`config.mk`:
```
export PLATFORM = sky130hd
export DESIGN_NAME = blake2s_stream_hash_flat
export DESIGN_NICKNAME = d
export VERILOG_FILES = /design/src/rtl/core/b2s_pkg.sv /design/src/rtl/core/b2s_stream_if.sv /design/src/rtl/core/b2s_g_half.sv /design/src/rtl/core/b2s_engine.sv /design/src/rtl/core/blake2s_stream_hash.sv /design/src/flat_wrapper.sv
export VERILOG_INCLUDE_DIRS = /design/src /design/src/rtl/core
export SDC_FILE = /design/constraint.sdc
export NUM_CORES = 2
export LEC_CHECK = 0
export CAP_MARGIN = 40
export CORE_MARGIN = 4
export CORE_UTILIZATION = 35
export CTS_BUF_LIST = sky130_fd_sc_hd__clkbuf_8 sky130_fd_sc_hd__clkbuf_16
export DETAILED_ROUTE_END_ITERATION = 6
export DONT_BUFFER_PORTS = 1
export MAX_ROUTING_LAYER = met4
export PLACE_DENSITY = 0.6
export SYNTH_ARGS = -nofsm -noshare
export SYNTH_HDL_FRONTEND = slang
export SYNTH_SLANG_ARGS = --single-unit
export TNS_END_PERCENT = 10
```
`constraint.sdc`:
```
create_clock -name clk -period 14.6 [get_ports clk]
set_clock_uncertainty 0.05 [all_clocks]
set_input_delay 1.46 -clock clk [delete_from_list [all_inputs] [get_ports clk]]
set_output_delay 1.46 -clock clk [all_outputs]
set_load 0.1 [all_outputs]
```
`src/rtl/core/assert_macros.svh`:
```
// Assertion macros shared by the hash core files.
// Both macros expect signals named clk and rst_n in the using module.
`ifndef ASSERT_MACROS_SVH
`define ASSERT_MACROS_SVH
`ifndef SYNTHESIS
`define B2S_ASSERT(label, prop, msg) \
    label: assert property (@(posedge clk) disable iff (!rst_n) (prop)) else $error(msg);
`define B2S_ASSERT_NEXT(label, ante, cons, msg) \
    label: assert property (@(posedge clk) disable iff (!rst_n) (ante) |=> (cons)) \
        else $error(msg);
`else
`define B2S_ASSERT(label, prop, msg)
`define B2S_ASSERT_NEXT(label, ante, cons, msg)
`endif
`endif

```
`src/rtl/core/b2s_pkg.sv`:
```
package b2s_pkg;

    typedef logic [7:0][31:0] chain_t;
    typedef logic [3:0][31:0] row_t;

    typedef struct packed {
        logic start;
        logic last_blk;
    } eng_ctrl_t;

    typedef struct packed {
        logic busy;
        logic done;
    } eng_stat_t;

    localparam logic [31:0] IV [0:7] = '{
        32'h6A09E667, 32'hBB67AE85, 32'h3C6EF372, 32'hA54FF53A,
        32'h510E527F, 32'h9B05688C, 32'h1F83D9AB, 32'h5BE0CD19
    };

    localparam logic [31:0] PARAM_BASE = 32'h01010000;
    localparam logic [31:0] ALL_ONES   = 32'hFFFFFFFF;
    localparam logic [5:0]  LEN_RESET  = 6'd32;
    localparam logic [3:0]  LAST_RND   = 4'd9;

    // Message word schedule, one row per round.
    localparam logic [3:0] SIGMA [0:9][0:15] = '{
        '{ 4'd0,  4'd1,  4'd2,  4'd3,  4'd4,  4'd5,  4'd6,  4'd7,
           4'd8,  4'd9,  4'd10, 4'd11, 4'd12, 4'd13, 4'd14, 4'd15 },
        '{ 4'd14, 4'd10, 4'd4,  4'd8,  4'd9,  4'd15, 4'd13, 4'd6,
           4'd1,  4'd12, 4'd0,  4'd2,  4'd11, 4'd7,  4'd5,  4'd3 },
        '{ 4'd11, 4'd8,  4'd12, 4'd0,  4'd5,  4'd2,  4'd15, 4'd13,
           4'd10, 4'd14, 4'd3,  4'd6,  4'd7,  4'd1,  4'd9,  4'd4 },
        '{ 4'd7,  4'd9,  4'd3,  4'd1,  4'd13, 4'd12, 4'd11, 4'd14,
           4'd2,  4'd6,  4'd5,  4'd10, 4'd4,  4'd0,  4'd15, 4'd8 },
        '{ 4'd9,  4'd0,  4'd5,  4'd7,  4'd2,  4'd4,  4'd10, 4'd15,
           4'd14, 4'd1,  4'd11, 4'd12, 4'd6,  4'd8,  4'd3,  4'd13 },
        '{ 4'd2,  4'd12, 4'd6,  4'd10, 4'd0,  4'd11, 4'd8,  4'd3,
           4'd4,  4'd13, 4'd7,  4'd5,  4'd15, 4'd14, 4'd1,  4'd9 },
        '{ 4'd12, 4'd5,  4'd1,  4'd15, 4'd14, 4'd13, 4'd4,  4'd10,
           4'd0,  4'd7,  4'd6,  4'd3,  4'd9,  4'd2,  4'd8,  4'd11 },
        '{ 4'd13, 4'd11, 4'd7,  4'd14, 4'd12, 4'd1,  4'd3,  4'd9,
           4'd5,  4'd0,  4'd15, 4'd4,  4'd8,  4'd6,  4'd2,  4'd10 },
        '{ 4'd6,  4'd15, 4'd14, 4'd9,  4'd11, 4'd3,  4'd0,  4'd8,
           4'd12, 4'd2,  4'd13, 4'd7,  4'd1,  4'd4,  4'd10, 4'd5 },
        '{ 4'd10, 4'd2,  4'd8,  4'd4,  4'd7,  4'd6,  4'd1,  4'd5,
           4'd15, 4'd11, 4'd9,  4'd14, 4'd3,  4'd12, 4'd13, 4'd0 }
    };

    // Digest length clamped to 1..32 bytes.
    function automatic logic [5:0] eff_len(input logic [5:0] n);
        logic [5:0] r;
        if (n == 6'd0) r = 6'd1;
        else if (n > 6'd32) r = 6'd32;
        else r = n;
        return r;
    endfunction

    function automatic chain_t iv_chain(input logic [5:0] len);
        chain_t c;
        for (int i = 0; i < 8; i++) c[i] = IV[i];
        c[0] = IV[0] ^ PARAM_BASE ^ {26'd0, eff_len(len)};
        return c;
    endfunction

    // Keeps the low n bytes of a word; four or more keeps all.
    function automatic logic [31:0] byte_mask(input logic [2:0] n);
        logic [31:0] m;
        unique case (n)
            3'd0:    m = 32'h00000000;
            3'd1:    m = 32'h000000FF;
            3'd2:    m = 32'h0000FFFF;
            3'd3:    m = 32'h00FFFFFF;
            default: m = ALL_ONES;
        endcase
        return m;
    endfunction

    // Rotates a row of four words so that element p takes element p + k.
    function automatic row_t rot_row(input row_t r, input logic [1:0] k);
        row_t o;
        logic [1:0] idx;
        for (int p = 0; p < 4; p++) begin
            idx  = 2'(p) + k;
            o[p] = r[idx];
        end
        return o;
    endfunction

endpackage

```
`src/rtl/core/b2s_stream_if.sv`:
```
interface b2s_msg_if;
    logic        valid;
    logic        ready;
    logic [31:0] data_word;
    logic [2:0]  byte_count;
    logic        last_of_message;

    modport source (output valid, data_word, byte_count, last_of_message, input ready);
    modport sink   (input valid, data_word, byte_count, last_of_message, output ready);
endinterface

interface b2s_dig_if;
    logic        valid;
    logic        ready;
    logic [31:0] digest_word;
    logic        last_word;

    modport source (output valid, digest_word, last_word, input ready);
    modport sink   (input valid, digest_word, last_word, output ready);
endinterface

```
`src/rtl/core/b2s_g_half.sv`:
```
// One half of the mixing function: add, xor and rotate on four state words.
module b2s_g_half (
    input  logic [31:0] a,
    input  logic [31:0] b,
    input  logic [31:0] c,
    input  logic [31:0] d,
    input  logic [31:0] m,
    input  logic        second,
    output logic [31:0] a_new,
    output logic [31:0] b_new,
    output logic [31:0] c_new,
    output logic [31:0] d_new
);
    logic [31:0] dx;
    logic [31:0] bx;

    always_comb
    begin
        a_new = a + b + m;
        dx    = d ^ a_new;
        d_new = second ? {dx[7:0], dx[31:8]} : {dx[15:0], dx[31:16]};
        c_new = c + d_new;
        bx    = b ^ c_new;
        b_new = second ? {bx[6:0], bx[31:7]} : {bx[11:0], bx[31:12]};
    end
endmodule

```
`src/rtl/core/b2s_engine.sv`:
```
`include "assert_macros.svh"

// Compression sequencer. The working state is held as four rows of four
// words; the mixing unit always works on element 0 of each row, and the
// rows are rotated between mixes so columns and diagonals line up there.
module b2s_engine (
    input  logic               clk,
    input  logic               rst_n,
    input  b2s_pkg::eng_ctrl_t ctrl,
    input  b2s_pkg::chain_t    chain,
    input  logic [63:0]        counter,
    input  logic [31:0]        msg_word,
    output logic [3:0]         msg_idx,
    output b2s_pkg::eng_stat_t stat,
    output b2s_pkg::chain_t    chain_new
);
    import b2s_pkg::*;

    localparam logic [1:0] ENG_IDLE = 2'd0;
    localparam logic [1:0] ENG_RUN  = 2'd1;
    localparam logic [1:0] ENG_DONE = 2'd2;

    logic [1:0]  state_reg, state_next;
    logic [3:0]  rnd_reg, rnd_next;
    logic [2:0]  g_reg, g_next;
    logic        h_reg, h_next;
    row_t        ra_reg, rb_reg, rc_reg, rd_reg;
    row_t        ra_next, rb_next, rc_next, rd_next;
    row_t        ra_w, rb_w, rc_w, rd_w;
    logic [31:0] a_new, b_new, c_new, d_new;

    assign msg_idx = SIGMA[rnd_reg][{g_reg, h_reg}];

    b2s_g_half u_g_half (
        .a      (ra_reg[0]),
        .b      (rb_reg[0]),
        .c      (rc_reg[0]),
        .d      (rd_reg[0]),
        .m      (msg_word),
        .second (h_reg),
        .a_new  (a_new),
        .b_new  (b_new),
        .c_new  (c_new),
        .d_new  (d_new)
    );

    always_comb
    begin
        ra_w = ra_reg;
        rb_w = rb_reg;
        rc_w = rc_reg;
        rd_w = rd_reg;
        ra_w[0] = a_new;
        rb_w[0] = b_new;
        rc_w[0] = c_new;
        rd_w[0] = d_new;

        state_next = state_reg;
        rnd_next   = rnd_reg;
        g_next     = g_reg;
        h_next     = h_reg;
        ra_next    = ra_reg;
        rb_next    = rb_reg;
        rc_next    = rc_reg;
        rd_next    = rd_reg;

        unique case (state_reg)
            ENG_IDLE:
            begin
                if (ctrl.start)
                begin
                    ra_next    = chain[3:0];
                    rb_next    = chain[7:4];
                    rc_next[0] = IV[0];
                    rc_next[1] = IV[1];
                    rc_next[2] = IV[2];
                    rc_next[3] = IV[3];
                    rd_next[0] = IV[4] ^ counter[31:0];
                    rd_next[1] = IV[5] ^ counter[63:32];
                    rd_next[2] = IV[6] ^ (ctrl.last_blk ? ALL_ONES : 32'd0);
                    rd_next[3] = IV[7];
                    rnd_next   = 4'd0;
                    g_next     = 3'd0;
                    h_next     = 1'b0;
                    state_next = ENG_RUN;
                end
            end
            ENG_RUN:
            begin
                h_next = ~h_reg;
                if (!h_reg)
                begin
                    ra_next = ra_w;
                    rb_next = rb_w;
                    rc_next = rc_w;
                    rd_next = rd_w;
                end
                else
                begin
                    g_next = g_reg + 3'd1;
                    if (g_reg == 3'd3)
                    begin
                        // Step to the next column and line up the diagonals.
                        ra_next = rot_row(ra_w, 2'd1);
                        rb_next = rot_row(rb_w, 2'd2);
                        rc_next = rot_row(rc_w, 2'd3);
                        rd_next = rd_w;
                    end
                    else if (g_reg == 3'd7)
                    begin
                        // Undo the diagonal alignment for the next round.
                        ra_next = rot_row(ra_w, 2'd1);
                        rb_next = rb_w;
                        rc_next = rot_row(rc_w, 2'd3);
                        rd_next = rot_row(rd_w, 2'd2);
                        if (rnd_reg == LAST_RND)
                        begin
                            rnd_next   = 4'd0;
                            state_next = ENG_DONE;
                        end
                        else
                        begin
                            rnd_next = rnd_reg + 4'd1;
                        end
                    end
                    else
                    begin
                        ra_next = rot_row(ra_w, 2'd1);
                        rb_next = rot_row(rb_w, 2'd1);
                        rc_next = rot_row(rc_w, 2'd1);
                        rd_next = rot_row(rd_w, 2'd1);
                    end
                end
            end
            ENG_DONE:
            begin
                state_next = ENG_IDLE;
            end
            default:
            begin
                state_next = ENG_IDLE;
            end
        endcase
    end

    always_comb
    begin
        for (int i = 0; i < 4; i++)
        begin
            chain_new[i]     = chain[i] ^ ra_reg[i] ^ rc_reg[i];
            chain_new[i + 4] = chain[i + 4] ^ rb_reg[i] ^ rd_reg[i];
        end
    end

    assign stat.busy = (state_reg != ENG_IDLE);
    assign stat.done = (state_reg == ENG_DONE);

    always_ff @(posedge clk or negedge rst_n)
    begin
        if (!rst_n)
        begin
            state_reg <= ENG_IDLE;
            rnd_reg   <= 4'd0;
            g_reg     <= 3'd0;
            h_reg     <= 1'b0;
        end
        else
        begin
            state_reg <= state_next;
            rnd_reg   <= rnd_next;
            g_reg     <= g_next;
            h_reg     <= h_next;
        end
    end

    always_ff @(posedge clk)
    begin
        ra_reg <= ra_next;
        rb_reg <= rb_next;
        rc_reg <= rc_next;
        rd_reg <= rd_next;
    end

    `B2S_ASSERT(a_rnd_range, rnd_reg <= LAST_RND, "round counter out of range")
    `B2S_ASSERT_NEXT(a_done_pulse, stat.done, !stat.done, "done held longer than one cycle")
    `B2S_ASSERT(a_start_idle, !ctrl.start || state_reg == ENG_IDLE, "start while engine busy")
endmodule

```
`src/rtl/core/blake2s_stream_hash.sv`:
```
// Unkeyed BLAKE2s hash of a word stream.
// The msg channel carries one 32-bit little-endian message word per transfer.
// Every word counts four bytes except the one marked last_of_message, which
// carries byte_count valid bytes (0 to 4, larger values count as four).
// After the last word the digest channel delivers ceil(digest_length/4)
// words (length clamped to 1..32), with last_word set on the final one.
// The user must write digest_length through cfg_we/cfg_wdata only while the
// block is idle; the block does not enforce this. It resets to 32. A word
// is normally taken straight into the block buffer. A word that follows a
// full 64-byte block first waits for that block's compression, and the last
// word starts the final compression. A compression is ten rounds of eight
// mixes, each mix being two passes through the single shared mixing unit,
// plus start and fold steps. The digest follows, one digest word per cycle
// while digest.ready holds. msg.ready is low during compression and while
// the digest is delivered; a stall on the digest channel simply holds the
// current word. Reset clears the message state, so the next word starts anew.
module blake2s_stream_hash (
    input  logic      clk,
    input  logic      rst_n,
    input  logic      cfg_we,
    input  logic [5:0] cfg_wdata,
    b2s_msg_if.sink   msg,
    b2s_dig_if.source digest
);
    import b2s_pkg::*;

    localparam logic [1:0] ST_IDLE = 2'd0;
    localparam logic [1:0] ST_COMP = 2'd1;
    localparam logic [1:0] ST_OUT  = 2'd2;

    logic [1:0]  state_reg, state_next;
    logic [5:0]  len_reg, len_next;
    chain_t      chain_reg, chain_next;
    logic [6:0]  fill_reg, fill_next;
    logic [63:0] count_reg, count_next;
    logic        started_reg, started_next;
    logic        last_blk_reg, last_blk_next;
    logic        start_reg, start_next;
    logic [31:0] pend_word_reg, pend_word_next;
    logic [2:0]  pend_n_reg, pend_n_next;
    logic        pend_last_reg, pend_last_next;
    logic [2:0]  k_reg, k_next;

    // Block buffer: one write port, one read port for the mixing unit.
    logic [31:0] blk_reg [16];
    logic        wr_en;
    logic [3:0]  wr_idx;
    logic [31:0] wr_data;

    logic [6:0]  fill_eff;
    logic [63:0] count_eff;
    logic [2:0]  n_in;
    logic        need_pre;
    logic [6:0]  fill_sum;

    logic [5:0]  len_eff;
    logic [6:0]  len_p3;
    logic [3:0]  n_words;
    logic [5:0]  rem;
    logic [31:0] out_mask;
    logic        out_last;

    eng_ctrl_t   eng_ctrl;
    eng_stat_t   eng_stat;
    chain_t      eng_chain;
    logic [3:0]  msg_idx;
    logic [31:0] msg_word;

    // A new message starts from an empty buffer and a zero counter.
    assign fill_eff  = started_reg ? fill_reg : 7'd0;
    assign count_eff = started_reg ? count_reg : 64'd0;

    // Only the last word may carry fewer than four bytes.
    assign n_in = !msg.last_of_message ? 3'd4 :
                  (msg.byte_count > 3'd4) ? 3'd4 : msg.byte_count;

    // A full block is compressed only once more data arrives behind it.
    assign need_pre = (n_in != 3'd0) && fill_eff[6];
    assign fill_sum = fill_eff + {4'd0, n_in};

    // Words past the buffered data read as zero, which pads the final block.
    assign msg_word = ({1'b0, msg_idx, 2'b00} < fill_reg) ? blk_reg[msg_idx] : 32'd0;

    assign eng_ctrl.start    = start_reg;
    assign eng_ctrl.last_blk = last_blk_reg;

    b2s_engine u_engine (
        .clk       (clk),
        .rst_n     (rst_n),
        .ctrl      (eng_ctrl),
        .chain     (chain_reg),
        .counter   (count_reg),
        .msg_word  (msg_word),
        .msg_idx   (msg_idx),
        .stat      (eng_stat),
        .chain_new (eng_chain)
    );

    // Digest word count and the byte mask of a partial final word.
    assign len_eff  = eff_len(len_reg);
    assign len_p3   = {1'b0, len_eff} + 7'd3;
    assign n_words  = len_p3[5:2];
    assign out_last = ({1'b0, k_reg} == (n_words - 4'd1));
    assign rem      = len_eff - {1'b0, k_reg, 2'b00};
    assign out_mask = (rem >= 6'd4) ? ALL_ONES : byte_mask(rem[2:0]);

    assign msg.ready          = (state_reg == ST_IDLE);
    assign digest.valid       = (state_reg == ST_OUT);
    assign digest.digest_word = chain_reg[k_reg] & out_mask;
    assign digest.last_word   = out_last;

    always_comb
    begin
        state_next     = state_reg;
        len_next       = cfg_we ? cfg_wdata : len_reg;
        chain_next     = chain_reg;
        fill_next      = fill_reg;
        count_next     = count_reg;
        started_next   = started_reg;
        last_blk_next  = last_blk_reg;
        start_next     = 1'b0;
        pend_word_next = pend_word_reg;
        pend_n_next    = pend_n_reg;
        pend_last_next = pend_last_reg;
        k_next         = k_reg;
        wr_en          = 1'b0;
        wr_idx         = 4'd0;
        wr_data        = 32'd0;

        unique case (state_reg)
            ST_IDLE:
            begin
                if (msg.valid)
                begin
                    started_next = !msg.last_of_message;
                    if (!started_reg)
                    begin
                        chain_next = iv_chain(len_reg);
                    end
                    if (need_pre)
                    begin
                        // Compress the full block first; the word waits.
                        count_next     = count_eff + 64'd64;
                        fill_next      = fill_eff;
                        pend_word_next = msg.data_word;
                        pend_n_next    = n_in;
                        pend_last_next = msg.last_of_message;
                        last_blk_next  = 1'b0;
                        start_next     = 1'b1;
                        state_next     = ST_COMP;
                    end
                    else
                    begin
                        wr_en     = (n_in != 3'd0);
                        wr_idx    = fill_eff[5:2];
                        wr_data   = msg.data_word & byte_mask(n_in);
                        fill_next = fill_sum;
                        if (msg.last_of_message)
                        begin
                            count_next    = count_eff + {57'd0, fill_sum};
                            last_blk_next = 1'b1;
                            start_next    = 1'b1;
                            state_next    = ST_COMP;
                        end
                        else
                        begin
                            count_next = count_eff;
                        end
                    end
                end
            end
            ST_COMP:
            begin
                if (eng_stat.done)
                begin
                    chain_next = eng_chain;
                    if (last_blk_reg)
                    begin
                        fill_next  = 7'd0;
                        k_next     = 3'd0;
                        state_next = ST_OUT;
                    end
                    else
                    begin
                        // The waiting word opens the next block.
                        wr_en     = 1'b1;
                        wr_idx    = 4'd0;
                        wr_data   = pend_word_reg & byte_mask(pend_n_reg);
                        fill_next = {4'd0, pend_n_reg};
                        if (pend_last_reg)
                        begin
                            count_next    = count_reg + {61'd0, pend_n_reg};
                            last_blk_next = 1'b1;
                            start_next    = 1'b1;
                        end
                        else
                        begin
                            state_next = ST_IDLE;
                        end
                    end
                end
            end
            ST_OUT:
            begin
                if (digest.ready)
                begin
                    if (out_last)
                    begin
                        state_next = ST_IDLE;
                    end
                    else
                    begin
                        k_next = k_reg + 3'd1;
                    end
                end
            end
            default:
            begin
                state_next = ST_IDLE;
            end
        endcase
    end

    always_ff @(posedge clk or negedge rst_n)
    begin
        if (!rst_n)
        begin
            state_reg     <= ST_IDLE;
            len_reg       <= LEN_RESET;
            chain_reg     <= iv_chain(LEN_RESET);
            fill_reg      <= 7'd0;
            count_reg     <= 64'd0;
            started_reg   <= 1'b0;
            last_blk_reg  <= 1'b0;
            start_reg     <= 1'b0;
            k_reg         <= 3'd0;
        end
        else
        begin
            state_reg     <= state_next;
            len_reg       <= len_next;
            chain_reg     <= chain_next;
            fill_reg      <= fill_next;
            count_reg     <= count_next;
            started_reg   <= started_next;
            last_blk_reg  <= last_blk_next;
            start_reg     <= start_next;
            k_reg         <= k_next;
        end
    end

    always_ff @(posedge clk)
    begin
        pend_word_reg <= pend_word_next;
        pend_n_reg    <= pend_n_next;
        pend_last_reg <= pend_last_next;
        if (wr_en)
        begin
            blk_reg[wr_idx] <= wr_data;
        end
    end

    `B2S_ASSERT(a_no_overlap, !(msg.ready && digest.valid), "input taken during digest output")
    `B2S_ASSERT(a_fill_range, fill_reg <= 7'd64, "buffer fill beyond one block")
    `B2S_ASSERT(a_start_in_comp, !start_reg || state_reg == ST_COMP, "engine start outside compress")
    `B2S_ASSERT(a_busy_in_comp, !eng_stat.busy || state_reg == ST_COMP, "engine busy outside compress")
    `B2S_ASSERT_NEXT(a_idle_after_digest, digest.valid && digest.ready && digest.last_word, msg.ready, "not ready after digest")
endmodule
```
`src/flat_wrapper.sv`:
```
// flat-port wrapper written by rule: the top's interface ports become plain ports
module blake2s_stream_hash_flat import b2s_pkg::*;
  (clk, rst_n, cfg_we, cfg_wdata, msg_valid, msg_data_word, msg_byte_count, msg_last_of_message, msg_ready, digest_valid, digest_digest_word, digest_last_word, digest_ready);
  b2s_msg_if msg_i ();
  b2s_dig_if digest_i ();
  input  logic clk;
  input  logic rst_n;
  input  logic cfg_we;
  input  logic [5:0] cfg_wdata;
  input wire logic [$bits(msg_i.valid)-1:0] msg_valid;
  input wire logic [$bits(msg_i.data_word)-1:0] msg_data_word;
  input wire logic [$bits(msg_i.byte_count)-1:0] msg_byte_count;
  input wire logic [$bits(msg_i.last_of_message)-1:0] msg_last_of_message;
  output wire logic [$bits(msg_i.ready)-1:0] msg_ready;
  output wire logic [$bits(digest_i.valid)-1:0] digest_valid;
  output wire logic [$bits(digest_i.digest_word)-1:0] digest_digest_word;
  output wire logic [$bits(digest_i.last_word)-1:0] digest_last_word;
  input wire logic [$bits(digest_i.ready)-1:0] digest_ready;
  assign msg_i.valid = msg_valid;
  assign msg_i.data_word = msg_data_word;
  assign msg_i.byte_count = msg_byte_count;
  assign msg_i.last_of_message = msg_last_of_message;
  assign msg_ready = msg_i.ready;
  assign digest_valid = digest_i.valid;
  assign digest_digest_word = digest_i.digest_word;
  assign digest_last_word = digest_i.last_word;
  assign digest_i.ready = digest_ready;
  blake2s_stream_hash u_core (.clk(clk), .rst_n(rst_n), .cfg_we(cfg_we), .cfg_wdata(cfg_wdata), .msg(msg_i), .digest(digest_i));
endmodule
```
==> flow_metrics.tcl <==
set metrics [dict create \
    drc 0 \
    path_common_cell "a21oi_1" \
    clock_sinks 1411 \
    power.density_nw_per_um2 97.2 \
    post-route-min-period_ns 13.21 \
    yosys_warnings 0 \
    rows 170 \
    die_y_microns 472 \
    fp.dieW_microns 472 \
    nets 7368 \
    largest_reg_flops 512 \
    synth_area_sq_um 75500 \
    maxCapViolCount 0 \
    syn_to_final_growth_pct 12.7 \
    syn_inst 7311 \
    ys_ff_latch 1411 \
    initial_core_util 0.352 \
    path_depth 40 \
    core_sq_um 215000 \
    numCtsBuffers 154 \
    antenna_found_initial 16 \
    worstPathMaxFanout 181 \
    slew_violations 46 \
    async_reset_ff_frac 0.249 \
    synth_seq_area_share 0.540 \
    slowest_delay_ns 0.73 \
    ant_nets 0 \
    grt.total_usage 0.258 \
    fmax_ghz 0.0757 \
    grt_pass1_wl_microns 416000 \
    clk_latency_ns 0.86 \
    worstPathRequired_ns 15.14 \
    cp_top_family "compound AO/OA/AOI/OAI gates" \
    grt_setup_unrepaired "false" \
    setup-tns-final_ns 0 \
    violations "max-slew violations" \
    cts_tree "yes" \
    start_kind "register" \
    holdCritPathClass "primary input to async pin" \
    synth_edf_count 1060 \
    io_pins 82 \
    hold_viol_final 0 \
    h-tree-depth 4 \
    stdcell_area_sq_um 85100 \
    synth_ff_type "edfxtp_1" \
    first_pass_iters 7 \
    worst-endpoint-arrival_ns 13.74 \
    dpl.hpwl_microns 190000 \
    drive_above_1_share 0.111 \
    ctsResizeCount 0 \
    viasPerCell 6.04 \
    clkTransAtPathRegs_ns 0.06 \
    hold_buffers 0 \
    grt_max_degree 352 \
    wl_per_cell_microns 28.3 \
    nFillCells 20500 \
    leakagePower_nw 29.7 \
    vias 61400 \
    post_cts_buffers 0 \
    drtIter0Drc 8381 \
    seqCellArea_sq_um 40800 \
    yosysUniqueCellTypes 102 \
    clockRootBuffer "clkbuf_16" \
    worst_slew_pin_slew_ns 1.54 \
    synthesis.nets 7494 \
    clk_path_buf_depth 3 \
    critPathSlowestCell "buf_4" \
    setup_viol 0 \
    layout_commonest_cell "nand2_1" \
    place.gp.congestion 1.05 \
    cp_num_buf_inv 6 \
    outcome "complete, but fails checks" \
    syn_avg_cell_area_sq_um 10.3 \
    overflow 0 \
    drt-total-wl_microns 288000 \
    io_buffers 0 \
    final_cell_mix "nand2_1, edfxtp_1, nor2_1, o21ai_0, a21oi_1" \
    multiInputGateArea_sq_um 32900 \
    peakVddDrop_v 0.000117 \
    dieArea_sq_um 223000 \
    first_global_vias 57700 \
    relSlewSlack -0.0282 \
    endpoint_kind "register" \
    dpl-instance-area_sq_um 80000 \
    path_class "register to register" \
    post-route-period-util 0.905 \
    reg2reg_depth 40 \
]
==> layer usage <==
layer / routed length (microns) / track usage / vias up / part of all wire
li1: - / - / 26600 / -
met1: 115000 / 0.340 / 30700 / 0.40
met2: 125000 / 0.374 / 3443 / 0.43
met3: 32200 / 0.0656 / 665 / 0.11
met4: 15600 / 0.119 / 0 / 0.054
met5: 0 / - / - / 0
==> cell type report <==
cell class | count | share of cell area
sequential | 1411 | 0.479
multi-input combinational | 5293 | 0.387
clock buffer | 171 | 0.0480
tap | 2838 | 0.0417
timing repair buffer | 237 | 0.0282
clock inverter | 114 | 0.0112
inverter | 88 | 0.00406
antenna | 12 | 0.000353
==> through the flow <==
stage	setup slack, ns	utilization	hold slack (ns)	power (mW)	cells
2_1_floorplan	3.56	-	0.395	4.41	7311
3_3_place_gp	1.61	0.369	0.422	4.43	9815
3_5_place_dp	1.58	0.373	0.433	4.44	9866
4_1_cts	1.54	0.396	0.265	8.31	10200
5_1_grt	0.684	0.396	0.267	8.49	10200
6_report	1.39	0.397	0.289	8.27	10200
==> cells by family after synthesis <==
group / count (synthesis) / share of synthesized area
simple gates: 2368 / 0.134
compound gates: 2137 / 0.177
flops: 1411 / 0.540
buf+inv: 607 / 0.0310
xor+xnor: 402 / 0.0475
mux: 250 / 0.0445
fa+ha+maj: 136 / 0.0262
==> where the power goes <==
part           internal, mW  switching [mW]
Combinational        0.0231          0.0596
Clock                  2.13            1.78
Sequential             4.27         0.00289
Total                  6.43            1.84
==> cell usage after synthesis, drive strengths merged, types with 51 or more instances <==
cell type | n | area, sq um
o21ai | 620 | 3100
xnor2 | 222 | 1950
edfxtp | 1060 | 31800
a22o | 70 | 613
a21oi | 612 | 3070
a31oi | 116 | 726
ha | 99 | 1240
a21o | 51 | 383
and2 | 155 | 970
dfstp | 136 | 3570
dfrtp | 215 | 5380
mux4 | 65 | 1460
mux2i | 161 | 1620
xor2 | 176 | 1540
nand3 | 149 | 746
nor2 | 733 | 2750
a22oi | 81 | 608
nand2 | 1082 | 4060
a311oi | 73 | 639
buf | 84 | 377
inv | 85 | 319
clkbuf | 435 | 1630
a211oi | 201 | 1510
==> path summary, 6_finish.rpt <==
path,to,start,slack (ns)
min in group clk,u_core.chain_reg[2],u_core.chain_reg[2],0.44
hold reg to reg,u_core.chain_reg[2],u_core.chain_reg[2],0.44
hold / removal,u_core.chain_reg[38],rst_n,0.29
setup reg to reg,u_core.u_engine.rb_reg[23],u_core.u_engine.rnd_reg[3],1.39
setup / recovery,u_core.u_engine.rb_reg[23],u_core.u_engine.rnd_reg[3],1.39
max in group asynchronous,u_core.k_reg[0],rst_n,13.03
==> worst reg2reg max path: cells and delay by family (launching register included) <==
family / cells / cell delay, ns
multiplexers: 1 / 0.28
XOR/XNOR: 4 / 1.21
adder cells (fa/ha/maj): 3 / 1.54
AND/OR/NAND/NOR: 4 / 0.73
flip-flops: 1 / 0.71
AO/OA/AOI/OAI: 22 / 6.04
buffers and inverters: 6 / 2.41
No activity file was read; power rests on OpenSTA's default activity.
